[src/design/sroc_pkg.sv]
// Shared types and constants for the sector-range claim overlap table.
`default_nettype none
package sroc_pkg;

  typedef enum logic [1:0] {
    MODE_REGISTER = 2'd0,
    MODE_CLEAR    = 2'd1,
    MODE_CHECK    = 2'd2,
    MODE_RESERVED = 2'd3
  } mode_t;

  localparam logic [4:0] MAX_CONFLICTS_RST = 5'd16;
  localparam logic [4:0] REPORT_CAP        = 5'd16;
  localparam logic [4:0] TOTAL_SAT         = 5'd31;

  // Table update broadcast to every cell on an accepted register or clear.
  typedef struct packed {
    logic        set;
    logic        clr;
    logic [4:0]  slot;
    logic [10:0] part;
    logic [31:0] start;
    logic [31:0] count;
  } wr_t;

  // Check query that walks down the chain, one cell per cycle.
  typedef struct packed {
    logic        valid;
    logic        excl_en;
    logic [4:0]  slot;
    logic [31:0] start;
    logic [32:0] qend;
    logic        cnt_nz;
    logic [4:0]  limit;
    logic [4:0]  total;
  } tok_t;

  // Conflict entry from one cell; all zero when the cell reports nothing.
  typedef struct packed {
    logic        valid;
    logic [3:0]  slot;
    logic [10:0] part;
  } hit_t;

endpackage
`default_nettype wire

[src/design/sroc_cell.sv]
// One table slot: stores a claim and tests the passing check query against it.
`default_nettype none
module sroc_cell
  import sroc_pkg::*;
#(
  parameter int CELL_ID = 0
) (
  input  wire logic clk,
  input  wire logic rst_n,
  input  wire wr_t  wr_i,
  input  wire tok_t tok_i,
  output tok_t      tok_o,
  output hit_t      hit_o
);

  logic        valid_r;
  logic [10:0] part_r;
  logic [31:0] start_r;
  logic [32:0] end_r;
  logic        cnt_nz_r;
  tok_t        tok_r, tok_nxt;
  hit_t        hit_r, hit_nxt;
  logic        sel;
  logic        excluded;
  logic        overlap;

  assign sel      = (32'(wr_i.slot) == 32'(CELL_ID));
  assign excluded = tok_i.excl_en && (32'(tok_i.slot) == 32'(CELL_ID));
  assign overlap  = tok_i.valid && valid_r && !excluded && tok_i.cnt_nz && cnt_nz_r &&
                    ({1'b0, tok_i.start} < end_r) && ({1'b0, start_r} < tok_i.qend);

  always_comb begin
    tok_nxt = tok_i;
    hit_nxt = '0;
    if (overlap) begin
      tok_nxt.total = (tok_i.total == TOTAL_SAT) ? TOTAL_SAT : tok_i.total + 5'd1;
      if (tok_i.total < tok_i.limit) begin
        hit_nxt.valid = 1'b1;
        hit_nxt.slot  = 4'(CELL_ID);
        hit_nxt.part  = part_r;
      end
    end
  end

  always_ff @(posedge clk) begin
    if (!rst_n) begin
      valid_r <= 1'b0;
      tok_r   <= '0;
      hit_r   <= '0;
    end else begin
      tok_r <= tok_nxt;
      hit_r <= hit_nxt;
      if (sel && wr_i.set) begin
        valid_r <= 1'b1;
      end else if (sel && wr_i.clr) begin
        valid_r <= 1'b0;
      end
    end
  end

  // Claim payload; the end is precomputed with 33 bits so it never wraps.
  always_ff @(posedge clk) begin
    if (sel && wr_i.set) begin
      part_r   <= wr_i.part;
      start_r  <= wr_i.start;
      end_r    <= {1'b0, wr_i.start} + {1'b0, wr_i.count};
      cnt_nz_r <= (wr_i.count != 32'd0);
    end
  end

  assign tok_o = tok_r;
  assign hit_o = hit_r;

endmodule
`default_nettype wire

[src/design/sector_range_claim_overlap_table.sv]
// Top level of the sector-range claim overlap table.
// A register or clear transaction is acknowledged in the cycle after start is taken and
// the block is idle the cycle after that. A check walks through a chain of SLOTS
// cells, one cell per clock, so conflict entries appear in slot order as the query
// passes each cell, and the summary is registered after the last cell; busy drops
// the cycle after the summary. Results are single-cycle strobes on out_valid and
// cannot be held off, so the receiver must take every one.
`default_nettype none
module sector_range_claim_overlap_table
  import sroc_pkg::*;
#(
  parameter int SLOTS = 16
) (
  input  wire logic        clk,
  input  wire logic        rst_n,
  input  wire logic        start,
  output logic             busy,
  input  wire logic [1:0]  in_mode,
  input  wire logic [4:0]  in_slot,
  input  wire logic [10:0] in_partition_number,
  input  wire logic [31:0] in_start_sector,
  input  wire logic [31:0] in_sector_count,
  output logic             out_valid,
  output logic             out_kind,
  output logic [3:0]       out_conflict_slot,
  output logic [10:0]      out_conflict_partition,
  output logic [4:0]       out_conflict_total,
  output logic             out_any_conflict,
  output logic             out_last,
  input  wire logic        cfg_we,
  input  wire logic [4:0]  cfg_wdata
);

  logic        busy_r;
  logic        ack_r;
  logic        sum_valid_r;
  logic [4:0]  sum_total_r;
  logic [4:0]  max_conf_r;
  tok_t        tok0_r, tok0_nxt;
  wr_t         wr;
  logic        accept;
  logic        is_check;
  tok_t        tok_w [SLOTS+1];
  hit_t        hit_w [SLOTS];
  hit_t        hit_any;
  logic [SLOTS-1:0] hit_vec;

  assign accept   = start && !busy_r;
  assign is_check = (mode_t'(in_mode) == MODE_CHECK);

  always_comb begin
    wr       = '0;
    wr.slot  = in_slot;
    wr.part  = in_partition_number;
    wr.start = in_start_sector;
    wr.count = in_sector_count;
    wr.set   = accept && (mode_t'(in_mode) == MODE_REGISTER);
    wr.clr   = accept && (mode_t'(in_mode) == MODE_CLEAR);
  end

  always_comb begin
    tok0_nxt         = '0;
    tok0_nxt.valid   = accept && is_check;
    tok0_nxt.excl_en = (32'(in_slot) < 32'(SLOTS));
    tok0_nxt.slot    = in_slot;
    tok0_nxt.start   = in_start_sector;
    tok0_nxt.qend    = {1'b0, in_start_sector} + {1'b0, in_sector_count};
    tok0_nxt.cnt_nz  = (in_sector_count != 32'd0);
    tok0_nxt.limit   = (max_conf_r > REPORT_CAP) ? REPORT_CAP : max_conf_r;
    tok0_nxt.total   = 5'd0;
  end

  always_ff @(posedge clk) begin
    if (!rst_n) begin
      busy_r      <= 1'b0;
      ack_r       <= 1'b0;
      sum_valid_r <= 1'b0;
      sum_total_r <= 5'd0;
      max_conf_r  <= MAX_CONFLICTS_RST;
      tok0_r      <= '0;
    end else begin
      tok0_r      <= tok0_nxt;
      ack_r       <= accept && !is_check;
      sum_valid_r <= tok_w[SLOTS].valid;
      sum_total_r <= tok_w[SLOTS].total;
      if (cfg_we) begin
        max_conf_r <= cfg_wdata;
      end
      if (accept) begin
        busy_r <= 1'b1;
      end else if (ack_r || sum_valid_r) begin
        busy_r <= 1'b0;
      end
    end
  end

  assign tok_w[0] = tok0_r;

  for (genvar i = 0; i < SLOTS; i++) begin : g_cell
    sroc_cell #(
      .CELL_ID(i)
    ) u_cell (
      .clk  (clk),
      .rst_n(rst_n),
      .wr_i (wr),
      .tok_i(tok_w[i]),
      .tok_o(tok_w[i+1]),
      .hit_o(hit_w[i])
    );
    assign hit_vec[i] = hit_w[i].valid;
  end

  // At most one cell holds the query, so the gated cell outputs simply OR together.
  always_comb begin
    hit_any = '0;
    for (int i = 0; i < SLOTS; i++) begin
      hit_any = hit_any | hit_w[i];
    end
  end

  assign busy                   = busy_r;
  assign out_valid              = ack_r || sum_valid_r || hit_any.valid;
  assign out_kind               = ack_r || sum_valid_r;
  assign out_last               = ack_r || sum_valid_r;
  assign out_conflict_slot      = hit_any.slot;
  assign out_conflict_partition = hit_any.part;
  assign out_conflict_total     = sum_valid_r ? sum_total_r : 5'd0;
  assign out_any_conflict       = sum_valid_r && (sum_total_r != 5'd0);

  a_one_hit: assert property (@(posedge clk) disable iff (!rst_n) $onehot0(hit_vec))
    else $error("more than one cell reported a conflict in the same cycle");

  a_out_busy: assert property (@(posedge clk) disable iff (!rst_n) out_valid |-> busy_r)
    else $error("result strobe while no transaction is in progress");

  a_sum_alone: assert property (@(posedge clk) disable iff (!rst_n)
    sum_valid_r |-> !hit_any.valid && !ack_r)
    else $error("summary collided with another result");

  a_idle_after_last: assert property (@(posedge clk) disable iff (!rst_n)
    (out_valid && out_last) |=> !busy_r)
    else $error("block stayed busy after the final result");

endmodule
`default_nettype wire
[config.mk]
export PLATFORM = sky130hd
export DESIGN_NAME = sector_range_claim_overlap_table
export DESIGN_NICKNAME = d
export VERILOG_FILES = /design/src/design/sroc_pkg.sv /design/src/design/sroc_cell.sv /design/src/design/sector_range_claim_overlap_table.sv
export SDC_FILE = /design/constraint.sdc
export NUM_CORES = 2
export LEC_CHECK = 0
export BUFFER_PORTS_ARGS = -buffer_cell sky130_fd_sc_hd__buf_2
export CELL_PAD_IN_SITES_DETAIL_PLACEMENT = 1
export CELL_PAD_IN_SITES_GLOBAL_PLACEMENT = 2
export CORE_ASPECT_RATIO = 1.4
export CORE_UTILIZATION = 30
export CTS_CLUSTER_DIAMETER = 60
export DETAILED_ROUTE_END_ITERATION = 7
export PLACE_DENSITY_LB_ADDON = 0.1
export RECOVER_POWER = 100
export SYNTH_ARGS = -nofsm -noshare
export SYNTH_HDL_FRONTEND = slang
export SYNTH_HIERARCHICAL = 1
export SYNTH_SLANG_ARGS = --single-unit
[constraint.sdc]
create_clock -name clk -period 4.2 [get_ports clk]
set_input_delay 0 -clock clk [delete_from_list [all_inputs] [get_ports clk]]
set_output_delay 0 -clock clk [all_outputs]
set_load 0.03 [all_outputs]
==> impl_metrics.ini <==
[timing]
fin_crit_sh_pct = 99.43
finalMaxSlewViolations = 1320
fin_skew_ps = 46.16
relSlewSlack_pct = -106.0
fmax_ghz = 0.2395
whs_ps = 84.00
setup_violations = 0
hold_viol = 0
fin_crit_ps = 4176
tightest_slew_ps = 3090
setup-tns-final_ps = 0

[grt]
track_usage_pct = 22.29
grt_pass1_wl_microns = 737900
first_global_vias = 107900
grt_max_degree = 124
overflow = 0
antenna_found_initial = 74

[synth]
syn-instance-count = 12760
synth_warnings = 6
netlist_area_sq_mm = 0.1362
avgSynthCellArea_sq_um = 10.67

[worst_setup_path]
crit_type = reg2reg
startpoint_type = register
cp.arrival_ps = 5080
cp-end-kind = register
critPathMaxFanout = 12
cp_data_required_time_ps = 5100

[cells_and_area]
area_growth_syn_to_layout_pct = 15.95
final_core_utilization_pct = 34.94
final_area_sq_mm = 0.1579
nets = 15220
drive_gt1_share_pct = 6.729

[power]
p_total_w = 0.06521
p_leak_nw = 64.06
peakVddDrop_v = 0.0003051
p_per_area_mw_per_mm2 = 412.9

[floorplanning]
dieArea_sq_mm = 0.4567
core_area_sq_mm = 0.4519
die_h_microns = 799.3
num_rows = 292
io_pins = 116
die_x_microns = 571.5
start_util_pct = 30.14

[clock_network]
cts_sinks = 2782
clk_pin_slew_ps = 60
cts_tree = built
cts_root_buf = clkbuf_16
cts_buffers = 325
worstSkewPairLatency_ps = 990
cts_buffer_depth = 4
cts_htree_levels = 5

[hold_path]
hold_path_class = in2reg

[drt]
drt_iter0_markers = 4278
routed_wl_microns = 517300
final_antenna_net_count = 0
drcViolationCount = 0
vias = 98170
wl_per_cell_microns = 26.03
dr.pass1.iters = 5
via_per_inst = 4.939

[flow_run]
maxCapViolCount = 44

[place]
place_hpwl_microns = 411100
port_buffers = 115
placed_cell_area_sq_mm = 0.1471
gp_congestion = 0.8680

[outcome]
status = finished with violations
violations = capacitance limit, slew limit
-- metrics by stage --
step                setup WS (ps)  instances
detailed placement         -190.9      19100
global route               -49.30      19860
global placement           -502.2      19100
floorplan                   625.4      12800
finish                      24.14      19880
CTS                         83.78      19800
-- where the power goes --
| part | switching [W] | internal, W | total (W) |
|---|---|---|---|
| logic | 0.00455 | 0.00241 | 0.00696 |
| clock network | 0.0121 | 0.0173 | 0.0294 |
| registers | 0.000116 | 0.0287 | 0.0288 |
| total | 0.0168 | 0.0484 | 0.0652 |
-- layout by cell type (no fill, tap or decap), drive strengths merged, types with 153 or more instances in the layout --
cell type     n
a21oi       788
nand3       180
and2        961
dfxtp      1550
clkbuf      737
a21o        462
buf         273
nand2       448
nor2        904
xnor2       269
nand4       286
xor2        153
nor4        244
o21ai       408
inv        1322
edfxtp     1232
ha         1616
-- worst paths after layout --
| path | from | to | slack (ps) | cells past startpoint |
|---|---|---|---|---|
| worst min register to register | g_cell[2].u_cell/part_r[1]$_DFFE_PP_ | g_cell[2].u_cell/hit_o[1]$_SDFF_PN0_ | 410 | 1 |
| worst max register to register | g_cell[8].u_cell/tok_o[31]$_SDFF_PN0_ | g_cell[9].u_cell/hit_o[5]$_SDFF_PN0_ | 20 | 12 |
| worst min-delay path | in_mode[1] | ack_r$_SDFF_PN0_ | 80 | 5 |
| worst max-delay path | g_cell[8].u_cell/tok_o[31]$_SDFF_PN0_ | g_cell[9].u_cell/hit_o[5]$_SDFF_PN0_ | 20 | 12 |
-- worst max-delay path, stage by stage, from the launching register on --
cell,delay [ps]
dfxtp_1,330
inv_1,50
ha_1,320
a21oi_1,190
o21ai_0,450
a22oi_1,310
o221ai_1,620
or4_1,800
nor3_4,210
buf_4,210
and4b_1,310
buf_12,170
and2_0,140
-- layout make-up --
type,count,area [sq um]
fillers,49860,294000
flip-flops and latches,2782,68030
multi-input cells,8432,61860
clock buffers,459,9432
well taps,6027,7541
inverters,1307,4906
repair buffers,650,4309
clock inverters,147,1669
diodes,73,182.7
-- timing repair --
item	CTS	global route
gates resized for setup	2	0
endpoints found under the setup margin	13	0
buffers inserted	0	0
hold buffers	99	0
hold endpoints to repair	1300	0
-- routing by layer --
layer  global-route usage [%]  vias to the layer above  wire (microns)
met5                        0                        -              14
met4                    11.50                        4           30750
met3                    2.250                      860           13600
met2                    43.10                     1412          275300
met1                    23.56                    48850          197700
li1                         -                    47040               -
-- state kept, by name, indices dropped and copies added, names as in the netlist --
register / count
ack_r: 1
busy: 1
g_cell.u_cell/cnt_nz_r: 16
g_cell.u_cell/end_r: 528
g_cell.u_cell/hit_o: 192
g_cell.u_cell/part_r: 176
g_cell.u_cell/start_r: 512
g_cell.u_cell/tok_o: 1251
g_cell.u_cell/valid_r: 16
max_conf_r: 5
sum_total_r: 5
sum_valid_r: 1
tok0_r: 78
No activity file was read; power rests on OpenSTA's default activity.
